[src/ahfb_pkg.sv]
// Shared types, constants and helpers for the ASCII hex frame builder.
`timescale 1ns / 1ps

package ahfb_pkg;

   localparam int MaxDataLen = 1024;
   localparam int IdLen      = 16;
   localparam int LenW       = 11;
   localparam int HdrLen     = 26;   // header bytes after STX
   localparam int QDepth     = 4;
   localparam int QPtrW      = $clog2(QDepth);
   localparam int QCntW      = $clog2(QDepth + 1);
   localparam int ReqDataW   = 72;

   localparam logic [2:0] OpStart = 3'd0;
   localparam logic [2:0] OpData  = 3'd1;
   localparam logic [2:0] OpLoad  = 3'd2;
   localparam logic [2:0] OpMove  = 3'd3;
   localparam logic [2:0] OpClear = 3'd4;

   localparam logic [1:0] ModeStored = 2'd1;
   localparam logic [1:0] ModeExc    = 2'd2;

   localparam logic CsrPrefixHigh = 1'b0;
   localparam logic CsrPrefixLast = 1'b1;

   localparam logic [7:0] ChStx    = 8'h02;
   localparam logic [7:0] ChEtx    = 8'h03;
   localparam logic [7:0] ChLbrace = 8'h7B;
   localparam logic [7:0] ChRbrace = 8'h7D;
   localparam logic [7:0] ChDash   = 8'h2D;
   localparam logic [7:0] ChZero   = 8'h30;
   localparam logic [7:0] ChOne    = 8'h31;

   localparam logic [15:0] HeaderFixed = 16'd26;
   localparam logic [15:0] CtrWrap     = 16'hFFFF;

   typedef enum logic [2:0] {
      KIND_START,
      KIND_DATA,
      KIND_LOAD,
      KIND_MOVE,
      KIND_CLEAR
   } kind_type;

   typedef struct packed {
      kind_type          kind;
      logic [39:0]       api;
      logic [LenW-1:0]   len;
      logic [1:0]        mode;
      logic [7:0]        value;
      logic [3:0]        idx;
   } entry_type;

   typedef struct packed {
      logic             full;
      logic             empty;
      logic [QCntW-1:0] count;
   } qstat_type;

   function automatic logic [7:0] hex_char(input logic [3:0] nib);
      logic [7:0] r;
      if (nib < 4'd10) r = 8'h30 + {4'h0, nib};
      else r = 8'h37 + {4'h0, nib};
      return r;
   endfunction

endpackage

[src/ahfb_front.sv]
// Front end: accepts request words, decodes the opcode and clamps the length.
`timescale 1ns / 1ps

module ahfb_front import ahfb_pkg::*; (
   input  logic                req_tvalid,
   output logic                req_tready,
   input  logic [2:0]          req_tuser,
   input  logic [ReqDataW-1:0] req_tdata,
   input  logic                q_full,
   output logic                push,
   output entry_type           entry
);

   logic [LenW-1:0] raw_len;
   logic            known;

   assign req_tready = !q_full;
   assign raw_len    = req_tdata[50:40];

   always_comb begin
      known       = 1'b1;
      entry.kind  = KIND_START;
      entry.api   = req_tdata[39:0];
      entry.len   = (raw_len > LenW'(MaxDataLen)) ? LenW'(MaxDataLen) : raw_len;
      entry.mode  = req_tdata[52:51];
      entry.value = req_tdata[60:53];
      entry.idx   = req_tdata[64:61];
      unique case (req_tuser)
         OpStart: entry.kind = KIND_START;
         OpData:  entry.kind = KIND_DATA;
         OpLoad:  entry.kind = KIND_LOAD;
         OpMove:  entry.kind = KIND_MOVE;
         OpClear: entry.kind = KIND_CLEAR;
         default: known = 1'b0;   // unused opcodes are dropped here
      endcase
   end

   assign push = req_tvalid && req_tready && known;

endmodule

[src/ahfb_queue.sv]
// Small FIFO of decoded words between front end and frame sequencer.
`timescale 1ns / 1ps

module ahfb_queue import ahfb_pkg::*; (
   input  logic      clock,
   input  logic      reset,
   input  logic      push,
   input  entry_type din,
   input  logic      pop,
   output entry_type dout,
   output qstat_type stat
);

   entry_type        mem [QDepth];
   logic [QPtrW-1:0] wr_ptr_ff, wr_ptr_in;
   logic [QPtrW-1:0] rd_ptr_ff, rd_ptr_in;
   logic [QCntW-1:0] count_ff, count_in;
   logic             do_push, do_pop;

   assign stat.full  = (count_ff == QCntW'(QDepth));
   assign stat.empty = (count_ff == '0);
   assign stat.count = count_ff;
   assign dout       = mem[rd_ptr_ff];

   assign do_push = push && !stat.full;
   assign do_pop  = pop && !stat.empty;

   always_comb begin
      wr_ptr_in = do_push ? wr_ptr_ff + 1'b1 : wr_ptr_ff;
      rd_ptr_in = do_pop ? rd_ptr_ff + 1'b1 : rd_ptr_ff;
      count_in  = count_ff;
      if (do_push && !do_pop) count_in = count_ff + 1'b1;
      else if (!do_push && do_pop) count_in = count_ff - 1'b1;
   end

   always_ff @(posedge clock) begin
      if (reset) begin
         wr_ptr_ff <= '0;
         rd_ptr_ff <= '0;
         count_ff  <= '0;
      end else begin
         wr_ptr_ff <= wr_ptr_in;
         rd_ptr_ff <= rd_ptr_in;
         count_ff  <= count_in;
      end
   end

   always_ff @(posedge clock) begin
      if (do_push) mem[wr_ptr_ff] <= din;
   end

endmodule

[src/ahfb_back.sv]
// Frame sequencer: runs queued words, owns the ID stores and the output register.
`timescale 1ns / 1ps

module ahfb_back import ahfb_pkg::*; (
   input  logic        clock,
   input  logic        reset,
   input  logic        q_empty,
   input  entry_type   head,
   output logic        pop,
   input  logic [63:0] prefix_high,
   input  logic [7:0]  prefix_last,
   output logic        rsp_tvalid,
   input  logic        rsp_tready,
   output logic [7:0]  rsp_tdata,
   output logic        rsp_tlast
);

   typedef enum logic [1:0] {ST_IDLE, ST_HEAD, ST_TRAIL} state_type;

   state_type                  state_ff, state_in;
   logic [HdrLen-1:0][7:0]     hdr_ff, hdr_in;
   logic [4:0]                 cnt_ff, cnt_in;
   logic [LenW-1:0]            left_ff, left_in;
   logic [7:0]                 sum_ff, sum_in;
   logic [7:0]                 chk_ff, chk_in;
   logic [15:0]                ctr_ff, ctr_in;
   logic [IdLen-1:0][7:0]      sto_ff, sto_in;
   logic [IdLen-1:0][7:0]      exc_ff, exc_in;
   logic                       out_valid_ff, out_valid_in;
   logic [7:0]                 out_byte_ff, out_byte_in;
   logic                       out_last_ff, out_last_in;

   logic                       adv, emit, emit_last;
   logic [7:0]                 emit_byte, sum_base;
   logic [15:0]                body, ctr_inc;
   logic [IdLen-1:0][7:0]      gen_id, sel_id;
   logic                       use_exc, use_sto;

   assign adv        = !out_valid_ff || rsp_tready;
   assign rsp_tvalid = out_valid_ff;
   assign rsp_tdata  = out_byte_ff;
   assign rsp_tlast  = out_last_ff;

   // ID candidates for a start word
   always_comb begin
      for (int k = 0; k < 8; k++) gen_id[k] = prefix_high[63 - 8*k -: 8];
      gen_id[8]  = prefix_last;
      gen_id[9]  = hex_char(ctr_ff[15:12]);
      gen_id[10] = hex_char(ctr_ff[11:8]);
      gen_id[11] = hex_char(ctr_ff[7:4]);
      gen_id[12] = hex_char(ctr_ff[3:0]);
      gen_id[13] = ChDash;
      gen_id[14] = ChZero;
      gen_id[15] = ChOne;
      use_exc = (head.mode == ModeExc) && (exc_ff[0] != 8'h00);
      use_sto = (head.mode == ModeStored) && (sto_ff[0] != 8'h00);
      if (use_exc) sel_id = exc_ff;
      else if (use_sto) sel_id = sto_ff;
      else sel_id = gen_id;
      body    = HeaderFixed + 16'(head.len);
      ctr_inc = ctr_ff + 16'd1;
   end

   always_comb begin
      state_in  = state_ff;
      hdr_in    = hdr_ff;
      cnt_in    = cnt_ff;
      left_in   = left_ff;
      chk_in    = chk_ff;
      ctr_in    = ctr_ff;
      sto_in    = sto_ff;
      exc_in    = exc_ff;
      pop       = 1'b0;
      emit      = 1'b0;
      emit_byte = 8'h00;
      emit_last = 1'b0;
      sum_base  = sum_ff;

      unique case (state_ff)
         ST_IDLE: begin
            if (!q_empty) begin
               unique case (head.kind)
                  KIND_START: begin
                     if (adv) begin
                        pop       = 1'b1;
                        emit      = 1'b1;
                        emit_byte = ChStx;
                        sum_base  = 8'h00;
                        hdr_in[0] = hex_char(body[15:12]);
                        hdr_in[1] = hex_char(body[11:8]);
                        hdr_in[2] = hex_char(body[7:4]);
                        hdr_in[3] = hex_char(body[3:0]);
                        for (int k = 0; k < 5; k++) hdr_in[4 + k] = head.api[39 - 8*k -: 8];
                        for (int k = 0; k < IdLen; k++) hdr_in[9 + k] = sel_id[k];
                        hdr_in[HdrLen-1] = ChLbrace;
                        if (use_exc) exc_in = '0;
                        else if (use_sto) sto_in = '0;
                        else ctr_in = (ctr_inc == CtrWrap) ? 16'h0000 : ctr_inc;
                        left_in  = head.len;
                        cnt_in   = '0;
                        state_in = ST_HEAD;
                     end
                  end
                  KIND_DATA: begin
                     if (left_ff == '0) begin
                        pop = 1'b1;   // no open frame: dropped
                     end else if (adv) begin
                        pop       = 1'b1;
                        emit      = 1'b1;
                        emit_byte = head.value;
                        left_in   = left_ff - 1'b1;
                        if (left_ff == LenW'(1)) begin
                           cnt_in   = '0;
                           state_in = ST_TRAIL;
                        end
                     end
                  end
                  KIND_LOAD: begin
                     pop              = 1'b1;
                     sto_in[head.idx] = head.value;
                  end
                  KIND_MOVE: begin
                     pop    = 1'b1;
                     exc_in = sto_ff;
                     sto_in = '0;
                  end
                  KIND_CLEAR: begin
                     pop    = 1'b1;
                     sto_in = '0;
                  end
                  default: pop = 1'b1;
               endcase
            end
         end
         ST_HEAD: begin
            if (adv) begin
               emit      = 1'b1;
               emit_byte = hdr_ff[0];
               for (int k = 0; k < HdrLen - 1; k++) hdr_in[k] = hdr_ff[k + 1];
               cnt_in = cnt_ff + 1'b1;
               if (cnt_ff == 5'(HdrLen - 1)) begin
                  cnt_in   = '0;
                  state_in = (left_ff == '0) ? ST_TRAIL : ST_IDLE;
               end
            end
         end
         ST_TRAIL: begin
            if (adv) begin
               emit   = 1'b1;
               cnt_in = cnt_ff + 1'b1;
               unique case (cnt_ff[1:0])
                  2'd0: begin
                     emit_byte = ChRbrace;
                     chk_in    = sum_ff + ChRbrace;
                  end
                  2'd1: emit_byte = hex_char(chk_ff[7:4]);
                  2'd2: emit_byte = hex_char(chk_ff[3:0]);
                  default: begin
                     emit_byte = ChEtx;
                     emit_last = 1'b1;
                     left_in   = '0;
                     state_in  = ST_IDLE;
                  end
               endcase
            end
         end
         default: state_in = ST_IDLE;
      endcase

      sum_in = emit ? sum_base + emit_byte : sum_ff;

      out_valid_in = out_valid_ff;
      out_byte_in  = out_byte_ff;
      out_last_in  = out_last_ff;
      if (adv) begin
         out_valid_in = emit;
         out_byte_in  = emit_byte;
         out_last_in  = emit_last;
      end
   end

   always_ff @(posedge clock) begin
      if (reset) begin
         state_ff     <= ST_IDLE;
         cnt_ff       <= '0;
         left_ff      <= '0;
         sum_ff       <= '0;
         ctr_ff       <= '0;
         sto_ff       <= '0;
         exc_ff       <= '0;
         out_valid_ff <= 1'b0;
      end else begin
         state_ff     <= state_in;
         cnt_ff       <= cnt_in;
         left_ff      <= left_in;
         sum_ff       <= sum_in;
         ctr_ff       <= ctr_in;
         sto_ff       <= sto_in;
         exc_ff       <= exc_in;
         out_valid_ff <= out_valid_in;
      end
      hdr_ff      <= hdr_in;
      chk_ff      <= chk_in;
      out_byte_ff <= out_byte_in;
      out_last_ff <= out_last_in;
   end

endmodule

[src/ascii_hex_frame_builder.sv]
// Top level of the ASCII hex frame builder: config registers, front, queue, sequencer.
`timescale 1ns / 1ps
// A word accepted on req is written to the queue; its first byte then goes through the
// sequencer's output register to rsp, given an empty queue and an idle sequencer.
// Throughput: one output word per cycle unless rsp stalls; a start word emits STX and the
// header, plus the trailer at zero length; a data word its byte, the last also the trailer.
// Synchronous reset clears the queue, the ID stores, the counter and the prefix registers.

module ascii_hex_frame_builder import ahfb_pkg::*; (
   input  logic                clock,
   input  logic                reset,
   input  logic                req_tvalid,
   output logic                req_tready,
   input  logic [ReqDataW-1:0] req_tdata,  // api_code[39:0], data_len[50:40], id_mode[52:51],
                                           // byte_value[60:53], id_index[64:61], zero pad
   input  logic [2:0]          req_tuser,  // opcode[2:0]
   output logic                rsp_tvalid,
   input  logic                rsp_tready,
   output logic [7:0]          rsp_tdata,  // out_byte[7:0]
   output logic                rsp_tlast,
   input  logic                csr_valid,
   output logic                csr_ready,
   input  logic                csr_index,
   input  logic [63:0]         csr_data
);

   logic [63:0] prefix_high_ff;
   logic [7:0]  prefix_last_ff;
   logic        push, pop;
   entry_type   front_entry, head_entry;
   qstat_type   qstat;

   assign csr_ready = 1'b1;

   always_ff @(posedge clock) begin
      if (reset) begin
         prefix_high_ff <= '0;
         prefix_last_ff <= '0;
      end else if (csr_valid) begin
         if (csr_index == CsrPrefixHigh) prefix_high_ff <= csr_data;
         else prefix_last_ff <= csr_data[7:0];
      end
   end

   ahfb_front u_front (
      .req_tvalid (req_tvalid),
      .req_tready (req_tready),
      .req_tuser  (req_tuser),
      .req_tdata  (req_tdata),
      .q_full     (qstat.full),
      .push       (push),
      .entry      (front_entry)
   );

   ahfb_queue u_queue (
      .clock (clock),
      .reset (reset),
      .push  (push),
      .din   (front_entry),
      .pop   (pop),
      .dout  (head_entry),
      .stat  (qstat)
   );

   ahfb_back u_back (
      .clock       (clock),
      .reset       (reset),
      .q_empty     (qstat.empty),
      .head        (head_entry),
      .pop         (pop),
      .prefix_high (prefix_high_ff),
      .prefix_last (prefix_last_ff),
      .rsp_tvalid  (rsp_tvalid),
      .rsp_tready  (rsp_tready),
      .rsp_tdata   (rsp_tdata),
      .rsp_tlast   (rsp_tlast)
   );

   a_no_overflow: assert property (@(posedge clock) disable iff (reset)
      push |-> !qstat.full)
      else $error("queue written while full");

   a_no_underflow: assert property (@(posedge clock) disable iff (reset)
      pop |-> !qstat.empty)
      else $error("queue read while empty");

   a_count_range: assert property (@(posedge clock) disable iff (reset)
      qstat.count <= QCntW'(QDepth))
      else $error("queue count out of range");

   a_last_is_etx: assert property (@(posedge clock) disable iff (reset)
      rsp_tvalid && rsp_tlast |-> rsp_tdata == ChEtx)
      else $error("frame end word is not ETX");

endmodule

[config.mk]
export PLATFORM = sky130hd
export DESIGN_NAME = ascii_hex_frame_builder
export DESIGN_NICKNAME = d
export VERILOG_FILES = /design/src/ahfb_pkg.sv /design/src/ahfb_front.sv /design/src/ahfb_queue.sv /design/src/ahfb_back.sv /design/src/ascii_hex_frame_builder.sv
export SDC_FILE = /design/constraint.sdc
export NUM_CORES = 1
export LEC_CHECK = 0
export BUFFER_PORTS_ARGS = -buffer_cell sky130_fd_sc_hd__buf_2
export CORE_MARGIN = 5
export CORE_UTILIZATION = 55
export DETAILED_ROUTE_END_ITERATION = 10
export GPL_ROUTABILITY_DRIVEN = 0
export GPL_TIMING_DRIVEN = 0
export PLACE_DENSITY_LB_ADDON = 0.12
export SLEW_MARGIN = 20
export SYNTH_ARGS = -nofsm -noshare
export SYNTH_HDL_FRONTEND = slang
export SYNTH_SLANG_ARGS = --single-unit
[constraint.sdc]
create_clock -name clock -period 35.4 [get_ports clock]
set_clock_uncertainty 0.05 [all_clocks]
set_input_delay 1.77 -clock clock [delete_from_list [all_inputs] [get_ports clock]]
set_output_delay 1.77 -clock clock [all_outputs]
set_load 0.02 [all_outputs]
==> reports/qor_table.md, run 1 <==
| Metric | This run | Unit |
|:---|:---|:---|
| Startpoint of the most critical register-to-register path | u_back.state_ff[1] | - |
| Setup ws final | 29.69 | ns |
| Number of routed nets with antenna violations | 0 | - |
| Crit Path Max Fanout | 10 | - |
| Maximum number of pins on one net before global-route repair | 41 | - |
| Layout Area Growth over Synthesis | 14.46 | % |
| Sum of overflow across all layers after global routing | 0 | - |
| Area share of the largest cell type after synthesis | 40.64 | % |
| Number of synthesis warnings | 0 | - |
| Ratio of total power to cell area | 70.63 | nW/µm² |
| Synthesized netlist net count | 3231 | - |
| Hpwl dp | 69320 | µm |
| Clk_lat worst skew | 0.66 | ns |
| Final hold violation count | 0 | - |
| Clock transition time at the flip-flop clock pins of the worst setup and hold paths | 0.06 | ns |
| Worst-case register-to-register setup slack | 29.69 | ns |
| Count of hold-fix buffers inserted at cts | 0 | - |
| Antenna violations before repair | 11 | - |
| Maximum level of the CTS H-tree | 3 | - |
| Fraction of registers with async set/reset | 0 | % |
| Site row count | 94 | - |
| Crit path arrival time | 6.20 | ns |
| CTS tree | built | - |
| Portion of the post-synthesis area used by sequential elements | 61.70 | % |
| Leak Pwr | 14.59 | nW |
| Worst path bufs/invs | 4 | - |
| Cell breakdown of the critical path | inv_1 > ha_1 > clkbuf_1 > clkbuf_1 > clkbuf_1 > a221oi_1 > nor3_1 > ha_1 > a21o_1 > a21oi_1 > o21ai_0 > o41ai_1 > xnor2_1 > and3_1 > or3_1 | - |
| Average size of a mapped cell | 11.87 | µm² |
| Period minus WS final | 5.712 | ns |
| Dominant cell by count in the synthesized netlist | sky130_fd_sc_hd__edfxtp_1 | - |
| Vias in the first global route | 26053 | - |
| Routed len/inst | 23.40 | µm |
| Sum Neg Setup Slack | 0 | ns |
| Number of buffers on the longest clock path | 3 | - |
| Type of the setup path with the least slack | reg -> reg | - |
| Cell type contributing the most total cell area after synthesis | sky130_fd_sc_hd__edfxtp_1 | - |
| DIE HEIGHT | 266.3 | µm |
| Result of the run | finished, final reports clean | - |
| Normalized max-slew margin | 24.43 | % |
| Cts repair resizes | 0 | - |
| Number of flops mapped to enable cells by yosys | 489 | - |
| Top-level port count | 157 | - |
| Share of the clock period used by the worst path | 16.14 | % |
| Nature of the critical path endpoint | register | - |
| Slowest cell on the critical path | sky130_fd_sc_hd__clkbuf_1 | - |
| Initial DRC Count | 2625 | - |
| Number of buffers inserted to repair setup after CTS | 0 | - |
| Total routed wirelength | 99230 | µm |
| Area contributors post-synth | sky130_fd_sc_hd__edfxtp_1, sky130_fd_sc_hd__dfxtp_1, sky130_fd_sc_hd__mux4_2 | - |
| Root Buffer Master | sky130_fd_sc_hd__clkbuf_16 | - |
| Yosys reg bits | 869 | - |
| Overall fraction of global-route tracks in use | 27.29 | % |
| Overall via count from detail_route | 26111 | - |
| Top cells by instance count after synthesis | sky130_fd_sc_hd__edfxtp_1, sky130_fd_sc_hd__nand2_1, sky130_fd_sc_hd__dfxtp_1, sky130_fd_sc_hd__nor2_1, sky130_fd_sc_hd__clkbuf_1 | - |
| End of the worst register-to-register path | u_back.sum_ff[7] | - |
| Post-route DRC | 0 | - |
| Number of port buffers | 147 | - |
| Worst Reg2Reg Path Length in Cells | 15 | - |
| Worst hold path depth | 2 | - |
| Number of violations of the max-capacitance limit | 0 | - |
| Maximum vdd ir drop | 49.08 | µV |
| Start point of the worst hold path | prefix_high_ff[49] | - |
| Core footprint | 65510 | µm² |
| Global-route wire length before repair | 150800 | µm |
| Clock Sinks | 869 | - |
| Share of final-layout standard cells stronger than drive strength 1 | 14.30 | % |
| Worst path max stage delay | 0.86 | ns |
| Number of distinct library cells after synthesis | 80 | - |
| Worst-case setup slack after placement | 29.43 | ns |
| Die footprint | 70920 | µm² |
| Number of setup violations in the final report | 0 | - |
| Total count of max-transition violations in the final report | 0 | - |
| Maximum clock frequency | 0.1751 | GHz |
| Via count normalized by instance count | 6.158 | - |
| Post-synth top flop | sky130_fd_sc_hd__edfxtp_1 | - |
| Router iterations before antenna repair | 7 | - |
| Unrepaired setup endpoints after global routing | no | - |
| Synthesized instance count | 3044 | - |
| Hold Crit Class | reg -> reg | - |
| Worst-Margin Slew | 1.134 | ns |
| Startpoint type of the worst setup path | register | - |
| Worst Path Required | 35.89 | ns |
| Nets | 3483 | - |
| Total CTS buffers | 89 | - |
| Syn Std Cell Area | 36130 | µm² |
| FILL cells | 5047 | - |
| Most frequent CP cell | sky130_fd_sc_hd__clkbuf_1 | - |
| Cell family with most CP delay | buffers and inverters | - |
| Width of the die | 266.3 | µm |
| Initial Util | 55.15 | % |
| WHS Endpoint | prefix_high_ff[49] | - |
[metrics by stage]
| step | cells | util, % | hold slack [ns] | power, mW | cell area, µm² |
|---|---|---|---|---|---|
| after floorplan | 3044 | - | 0.3861 | 1.766 | 36130 |
| after global placement | 4055 | 57.93 | 0.3967 | 1.989 | 37950 |
| after detailed placement | 4069 | 58.50 | 0.3982 | 1.972 | 38320 |
| after CTS | 4235 | 63.10 | 0.4069 | 2.927 | 41340 |
| after global routing | 4235 | 63.11 | 0.4248 | 3.036 | 41340 |
| final | 4240 | 63.13 | 0.4069 | 2.921 | 41350 |
[per-layer routing]
metal	vias to the layer above	global-route usage, %	part of all wire (%)
met5	-	0	0.056
met4	10	10.05	4.0
met3	252	5.051	6.9
met2	1089	46.14	49
met1	12950	35.47	40
li1	11810	-	-
[cells in the final DEF (no fill, tap or decap), types with 40 or more instances in the layout]
cell and instances:
sky130_fd_sc_hd__mux2_2 47, sky130_fd_sc_hd__inv_1 52, sky130_fd_sc_hd__a22oi_1 145, sky130_fd_sc_hd__edfxtp_1 489, sky130_fd_sc_hd__o21ai_0 80, sky130_fd_sc_hd__xnor2_1 40, sky130_fd_sc_hd__o2bb2ai_1 128, sky130_fd_sc_hd__a311oi_1 77
sky130_fd_sc_hd__clkbuf_1 205, sky130_fd_sc_hd__buf_2 161, sky130_fd_sc_hd__mux4_2 68, sky130_fd_sc_hd__ha_1 40, sky130_fd_sc_hd__clkbuf_16 92, sky130_fd_sc_hd__a21o_1 78, sky130_fd_sc_hd__dfxtp_1 380, sky130_fd_sc_hd__nand2_1 406
sky130_fd_sc_hd__a21oi_1 139, sky130_fd_sc_hd__nor2_1 308
[flip-flops by register name, summed over array words and instances (netlist names), named ones only]
signal,cells
u_queue.mem,272
u_back.rsp_tlast,1
u_back.state_ff,2
u_back.rsp_tdata,8
u_queue.rd_ptr_ff,2
u_queue.wr_ptr_ff,2
u_back.exc_ff,128
u_back.sum_ff,8
u_back.ctr_ff,16
u_back.chk_ff,8
u_back.left_ff,11
u_back.rsp_tvalid,1
u_back.sto_ff,128
prefix_high_ff,64
prefix_last_ff,8
u_queue.count_ff,3
u_back.cnt_ff,5
u_back.hdr_ff,200
[report_power, final]
part | leakage, nW | internal [mW] | switching (mW)
clock network | 1.46 | 0.555 | 0.403
registers | 7.54 | 1.20 | 0.0386
logic | 5.59 | 0.263 | 0.463
total | 14.6 | 2.02 | 0.904
[worst register-to-register path: stages (launching register included)]
cell	delay [ns]
sky130_fd_sc_hd__dfxtp_1	0.32
sky130_fd_sc_hd__inv_1	0.10
sky130_fd_sc_hd__ha_1	0.24
sky130_fd_sc_hd__clkbuf_1	0.53
sky130_fd_sc_hd__clkbuf_1	0.72
sky130_fd_sc_hd__clkbuf_1	0.87
sky130_fd_sc_hd__a221oi_1	0.30
sky130_fd_sc_hd__nor3_1	0.50
sky130_fd_sc_hd__ha_1	0.35
sky130_fd_sc_hd__a21o_1	0.16
sky130_fd_sc_hd__a21oi_1	0.23
sky130_fd_sc_hd__o21ai_0	0.17
sky130_fd_sc_hd__o41ai_1	0.35
sky130_fd_sc_hd__xnor2_1	0.18
sky130_fd_sc_hd__and3_1	0.20
sky130_fd_sc_hd__or3_1	0.33
[cells by family (layout without fill, tap and decap cells)]
kind of cell | after synthesis | in the layout | synth area share (%)
fa+ha+maj | 42 | 42 | 1.496
compound gates | 765 | 765 | 15.49
buf+inv | 268 | 595 | 2.978
simple gates | 915 | 915 | 10.92
flops | 869 | 869 | 61.70
mux | 127 | 127 | 6.036
other cells | 1 | 6 | 0.01038
xor+xnor | 57 | 57 | 1.382
[worst max path at each step]
stage / from / endpoint / slack [ns] / cells after the start
after floorplan: rsp_tready / u_back.hdr_ff[0] / 18.06 / 5
after global placement: rsp_tready / u_back.hdr_ff[101] / 10.98 / 6
after detailed placement: rsp_tready / u_back.sum_ff[7] / 29.43 / 16
after CTS: u_back.state_ff[1] / u_back.sum_ff[7] / 29.73 / 15
after global routing: u_back.state_ff[1] / u_back.sum_ff[7] / 29.32 / 15
final: u_back.state_ff[1] / u_back.sum_ff[7] / 29.69 / 15
[cell type report]
cell class | instances | area [µm²] | share of cell area (%)
timing repair buffer | 161 | 1091 | 2.638
clock buffer | 119 | 2474 | 5.981
clock inverter | 47 | 539.3 | 1.304
buffer | 215 | 877.1 | 2.121
sequential | 869 | 22290 | 53.90
multi-input combinational | 1907 | 12790 | 30.93
tap | 864 | 1081 | 2.614
antenna | 5 | 12.51 | 0.03026
inverter | 53 | 198.9 | 0.4811
No activity file was read; power rests on OpenSTA's default activity.
==> run 2: changes to the inputs <==
--- a/config.mk
+++ b/config.mk
@@ -5,6 +5,7 @@
 export SDC_FILE = /design/constraint.sdc
 export NUM_CORES = 1
 export LEC_CHECK = 0
+export ABC_AREA = 1
 export BUFFER_PORTS_ARGS = -buffer_cell sky130_fd_sc_hd__buf_2
 export CORE_MARGIN = 5
 export CORE_UTILIZATION = 55
==> constraint.sdc (replaced) <==
create_clock -name clock -period 5.8 [get_ports clock]
set_clock_uncertainty 0.05 [all_clocks]
set_input_delay 0.29 -clock clock [delete_from_list [all_inputs] [get_ports clock]]
set_output_delay 0.29 -clock clock [all_outputs]
set_load 0.02 [all_outputs]
==> reports/qor_table.md, run 2 <==
| Metric | This run | Unit | vs previous |
|:---|:---|:---|:---|
| Maximum vdd ir drop | 304.9 | µV | was 49.08 µV |
| Met3 Usage GRT | 5.552 | % | was 5.051% |
| Overall fraction of global-route tracks in use | 28.82 | % | was 27.29% |
| Unrepaired setup endpoints after global routing | no | - | unchanged |
| Register cell area after layout | 22290 | µm² | unchanged |
| Router iterations before antenna repair | 6 | - | was 7 |
| Cell family with most CP delay | buffers and inverters | - | unchanged |
| Share of final-layout standard cells stronger than drive strength 1 | 9.141 | % | was 14.30% |
| Nets | 4648 | - | was 3483 |
| Type of the setup path with the least slack | reg -> reg | - | unchanged |
| Initial DRC Count | 3708 | - | was 2625 |
| Clk_lat worst skew | 0.66 | ns | about the same |
| Logic gate share of total power | 29.6 | % | was 24.9% |
| Power after layout | 19.59 | mW | was 2.921 mW |
| Crit Path Max Fanout | 10 | - | unchanged |
| Startpoint type of the worst setup path | register | - | unchanged |
| Clock transition time at the flip-flop clock pins of the worst setup and hold paths | 0.06 | ns | about the same |
| Top cells by instance count after synthesis | sky130_fd_sc_hd__nand2_1, sky130_fd_sc_hd__nor2_1, sky130_fd_sc_hd__edfxtp_1, sky130_fd_sc_hd__o21ai_0, sky130_fd_sc_hd__dfxtp_1 | - | was sky130_fd_sc_hd__edfxtp_1, sky130_fd_sc_hd__nand2_1, sky130_fd_sc_hd__dfxtp_1, sky130_fd_sc_hd__nor2_1, sky130_fd_sc_hd__clkbuf_1 |
| Number of port buffers | 148 | - | was 147 |
| Period minus WS final | 3.912 | ns | was 5.712 ns |
| Final hold violation count | 0 | - | unchanged |
| Most frequent CP cell | sky130_fd_sc_hd__inv_1 | - | was sky130_fd_sc_hd__clkbuf_1 |
| Commonest cells after routing, fill and taps aside | sky130_fd_sc_hd__nand2_1, sky130_fd_sc_hd__nor2_1, sky130_fd_sc_hd__edfxtp_1, sky130_fd_sc_hd__o21ai_0, sky130_fd_sc_hd__dfxtp_1 | - | was sky130_fd_sc_hd__edfxtp_1, sky130_fd_sc_hd__nand2_1, sky130_fd_sc_hd__dfxtp_1, sky130_fd_sc_hd__nor2_1, sky130_fd_sc_hd__clkbuf_1 |
| Cell breakdown of the critical path | inv_1 > ha_1 > clkbuf_1 > clkinv_1 > nor2_1 > inv_1 > nor2_1 > o21ai_0 > a31oi_1 > ha_1 > a21oi_1 > o21ai_0 > a31oi_1 > inv_1 > nand3_1 > nand3_1 > nand2_1 > inv_1 | - | was inv_1 > ha_1 > clkbuf_1 > clkbuf_1 > clkbuf_1 > a221oi_1 > nor3_1 > ha_1 > a21o_1 > a21oi_1 > o21ai_0 > o41ai_1 > xnor2_1 > and3_1 > or3_1 |
| Sw Pwr | 7.035 | mW | was 0.9039 mW |
| Root Buffer Master | sky130_fd_sc_hd__clkbuf_16 | - | unchanged |
| Maximum clock frequency | 0.2556 | GHz | was 0.1751 GHz |
| GR Layer Usage met1 | 41.07 | % | was 35.47% |
| Ratio of total power to cell area | 447.0 | nW/µm² | was 70.63 nW/µm² |
| Clock Sinks | 869 | - | unchanged |
| Worst-Margin Slew | 1.113 | ns | was 1.134 ns |
| Number of setup violations in the final report | 0 | - | unchanged |
| Width of the die | 270.4 | µm | was 266.3 µm |
| Number of distinct library cells after synthesis | 49 | - | was 80 |
| Synthesized instance count | 4073 | - | was 3044 |
| Antenna diode count | 0 | - | was 5 |
| Internal | 12.56 | mW | was 2.017 mW |
| Normalized max-slew margin | 25.80 | % | was 24.43% |
| Area contributors post-synth | sky130_fd_sc_hd__edfxtp_1, sky130_fd_sc_hd__dfxtp_1, sky130_fd_sc_hd__nand2_1 | - | was sky130_fd_sc_hd__edfxtp_1, sky130_fd_sc_hd__dfxtp_1, sky130_fd_sc_hd__mux4_2 |
| Layout Area Growth over Synthesis | 17.55 | % | was 14.46% |
| Core footprint | 67160 | µm² | was 65510 µm² |
| Overall via count from detail_route | 30932 | - | was 26111 |
| Dominant cell by count in the synthesized netlist | sky130_fd_sc_hd__nand2_1 | - | was sky130_fd_sc_hd__edfxtp_1 |
| Total count of max-transition violations in the final report | 0 | - | unchanged |
| Result of the run | finished, final reports clean | - | unchanged |
| Global-route wire length before repair | 167000 | µm | was 150800 µm |
| Total routed wirelength | 108800 | µm | was 99230 µm |
| Leak Pwr | 16.62 | nW | was 14.59 nW |
| Setup ws final | 1.888 | ns | was 29.69 ns |
| Area share of the largest cell type after synthesis | 39.38 | % | was 40.64% |
| Power share of the sequential group | 40.6 | % | was 42.4% |
| Maximum level of the CTS H-tree | 3 | - | unchanged |
| Most frequent standard cell in the layout excluding fill and tap cells | sky130_fd_sc_hd__nand2_1 | - | was sky130_fd_sc_hd__edfxtp_1 |
| Post-route DRC | 0 | - | unchanged |
| Via count normalized by instance count | 5.714 | - | was 6.158 |
| Portion of the post-synthesis area used by sequential elements | 59.78 | % | was 61.70% |
| Worst hold slack | 0.03267 | ns | was 0.4069 ns |
| Routed len/inst | 20.10 | µm | was 23.40 µm |
| Top-level port count | 157 | - | unchanged |
| Worst path max stage delay | 0.48 | ns | was 0.86 ns |
| Nature of the critical path endpoint | register | - | unchanged |
| Cell type contributing the most total cell area after synthesis | sky130_fd_sc_hd__edfxtp_1 | - | unchanged |
| Worst Path Required | 6.29 | ns | was 35.89 ns |
| Hold Crit Class | in -> reg | - | was reg -> reg |
| Most flop-heavy register | u_queue.mem | - | unchanged |
| Post-synth top flop | sky130_fd_sc_hd__edfxtp_1 | - | unchanged |
| Share of the clock period used by the worst path | 67.45 | % | was 16.14% |
| Site row count | 95 | - | was 94 |
| Sum Neg Setup Slack | 0 | ns | unchanged |
| Switching fraction of total power | 35.90 | % | was 30.95% |
| Total CTS buffers | 91 | - | was 89 |
| Maximum number of pins on one net before global-route repair | 77 | - | was 41 |
| Initial Util | 55.52 | % | was 55.15% |
| Number of synthesis warnings | 0 | - | unchanged |
| Vias in the first global route | 29041 | - | was 26053 |
| Gr busiest metal | met2 | - | unchanged |
| Largest registers | u_queue.mem: 272 flops, u_back.hdr_ff: 200 flops | - | unchanged |
| Sum of overflow across all layers after global routing | 0 | - | unchanged |
| Crit path arrival time | 4.40 | ns | was 6.20 ns |
| DIE HEIGHT | 270.4 | µm | was 266.3 µm |
| Syn Std Cell Area | 37290 | µm² | was 36130 µm² |
| Worst path bufs/invs | 6 | - | was 4 |
| Number of violations of the max-capacitance limit | 0 | - | unchanged |
| Worst-case register-to-register setup slack | 1.89 | ns | was 29.69 ns |
| Number of flops mapped to enable cells by yosys | 489 | - | unchanged |
| Clock share of power | 29.7 | % | was 32.8% |
| Flip-flop count of the largest register after layout | 272 | - | unchanged |
| FILL cells | 5411 | - | was 5047 |
| Hpwl dp | 74160 | µm | was 69320 µm |
| Worst-case setup slack after placement | 1.957 | ns | was 29.43 ns |
| Yosys reg bits | 869 | - | unchanged |
| Average size of a mapped cell | 9.155 | µm² | was 11.87 µm² |
| Antenna violations before repair | 5 | - | was 11 |
| Synthesized netlist net count | 4260 | - | was 3231 |
| Die footprint | 73110 | µm² | was 70920 µm² |
| Slowest cell on the critical path | sky130_fd_sc_hd__clkinv_1 | - | was sky130_fd_sc_hd__clkbuf_1 |
| Fraction of registers with async set/reset | 0 | % | unchanged |
| Number of routed nets with antenna violations | 0 | - | unchanged |
| Number of buffers on the longest clock path | 3 | - | unchanged |
| Area of the multi-input gates | 13270 | µm² | was 12790 µm² |
| CTS tree | built | - | unchanged |
| Met2 usage in global routing | 45.06 | % | was 46.14% |
run 2: logic make-up after synthesis:
family	count (synthesis)	share of synthesized area, %
XOR/XNOR	34	0.7986
AO/OA/AOI/OAI	996	14.79
AND/OR/NAND/NOR	1712	18.41
adder cells (fa/ha/maj)	42	1.450
other	1	0.01006
buffers and inverters	419	4.758
flip-flops	869	59.78
run 2: layout make-up:
| cell class | count | area share, % |
|---|---|---|
| Inverter | 170 | 1.456 |
| Multi-Input combinational cell | 2785 | 30.27 |
| Timing Repair Buffer | 295 | 5.458 |
| Sequential cell | 869 | 50.85 |
| Buffer | 249 | 2.597 |
| Tap cell | 873 | 2.492 |
| Clock inverter | 39 | 0.9705 |
| Clock buffer | 133 | 5.900 |
run 2: path summary, 6_finish.rpt:
check,from,to,cells past startpoint
worst max-delay path,u_back.state_ff[0],u_back.sum_ff[7],18
worst min-delay path,req_tvalid,u_queue.wr_ptr_ff[0],4
worst max register to register,u_back.state_ff[0],u_back.sum_ff[7],18
worst min register to register,u_back.sto_ff[115],u_back.sto_ff[115],2
run 2: worst min-delay path, stage by stage:
cell and delay [ns]:
sky130_fd_sc_hd__buf_2 0.09, sky130_fd_sc_hd__inv_1 0.04, sky130_fd_sc_hd__nor3_1 0.09, sky130_fd_sc_hd__a21oi_1 0.16
run 2: repair_timing:
| action | CTS | global route |
|---|---|---|
| hold endpoints to repair | 344 | 0 |
| gates resized for setup | 0 | 0 |
| setup buffers | 0 | 0 |
| hold buffers | 133 | 0 |
run 2: power groups by stage:
stage / Sequential (mW) / Combinational [mW] / Clock (mW)
floorplan: 8.05 / 3.76 / 0
global route: 8.03 / 6.40 / 6.15
finish: 7.96 / 5.81 / 5.82
detailed placement: 8.08 / 5.61 / 0
CTS: 7.96 / 5.71 / 5.88
global placement: 8.19 / 5.46 / 0
run 2: layer usage:
| layer | up-vias | share of wire (%) |
|---|---|---|
| met4 | 4 | 3.2 |
| li1 | 14795 | - |
| met1 | 14558 | 43 |
| met2 | 1363 | 45 |
| met3 | 212 | 8.8 |
| met5 | - | 0.021 |
run 2: stage by stage:
stage          cell area (µm²)  std cells  utilization, %
2_1_floorplan            37290       4073               -
3_3_place_gp             39130       5094           58.26
3_5_place_dp             39490       5108           58.80
4_1_cts                  43830       5413           65.27
5_1_grt                  43830       5413           65.27
6_report                 43830       5413           65.27
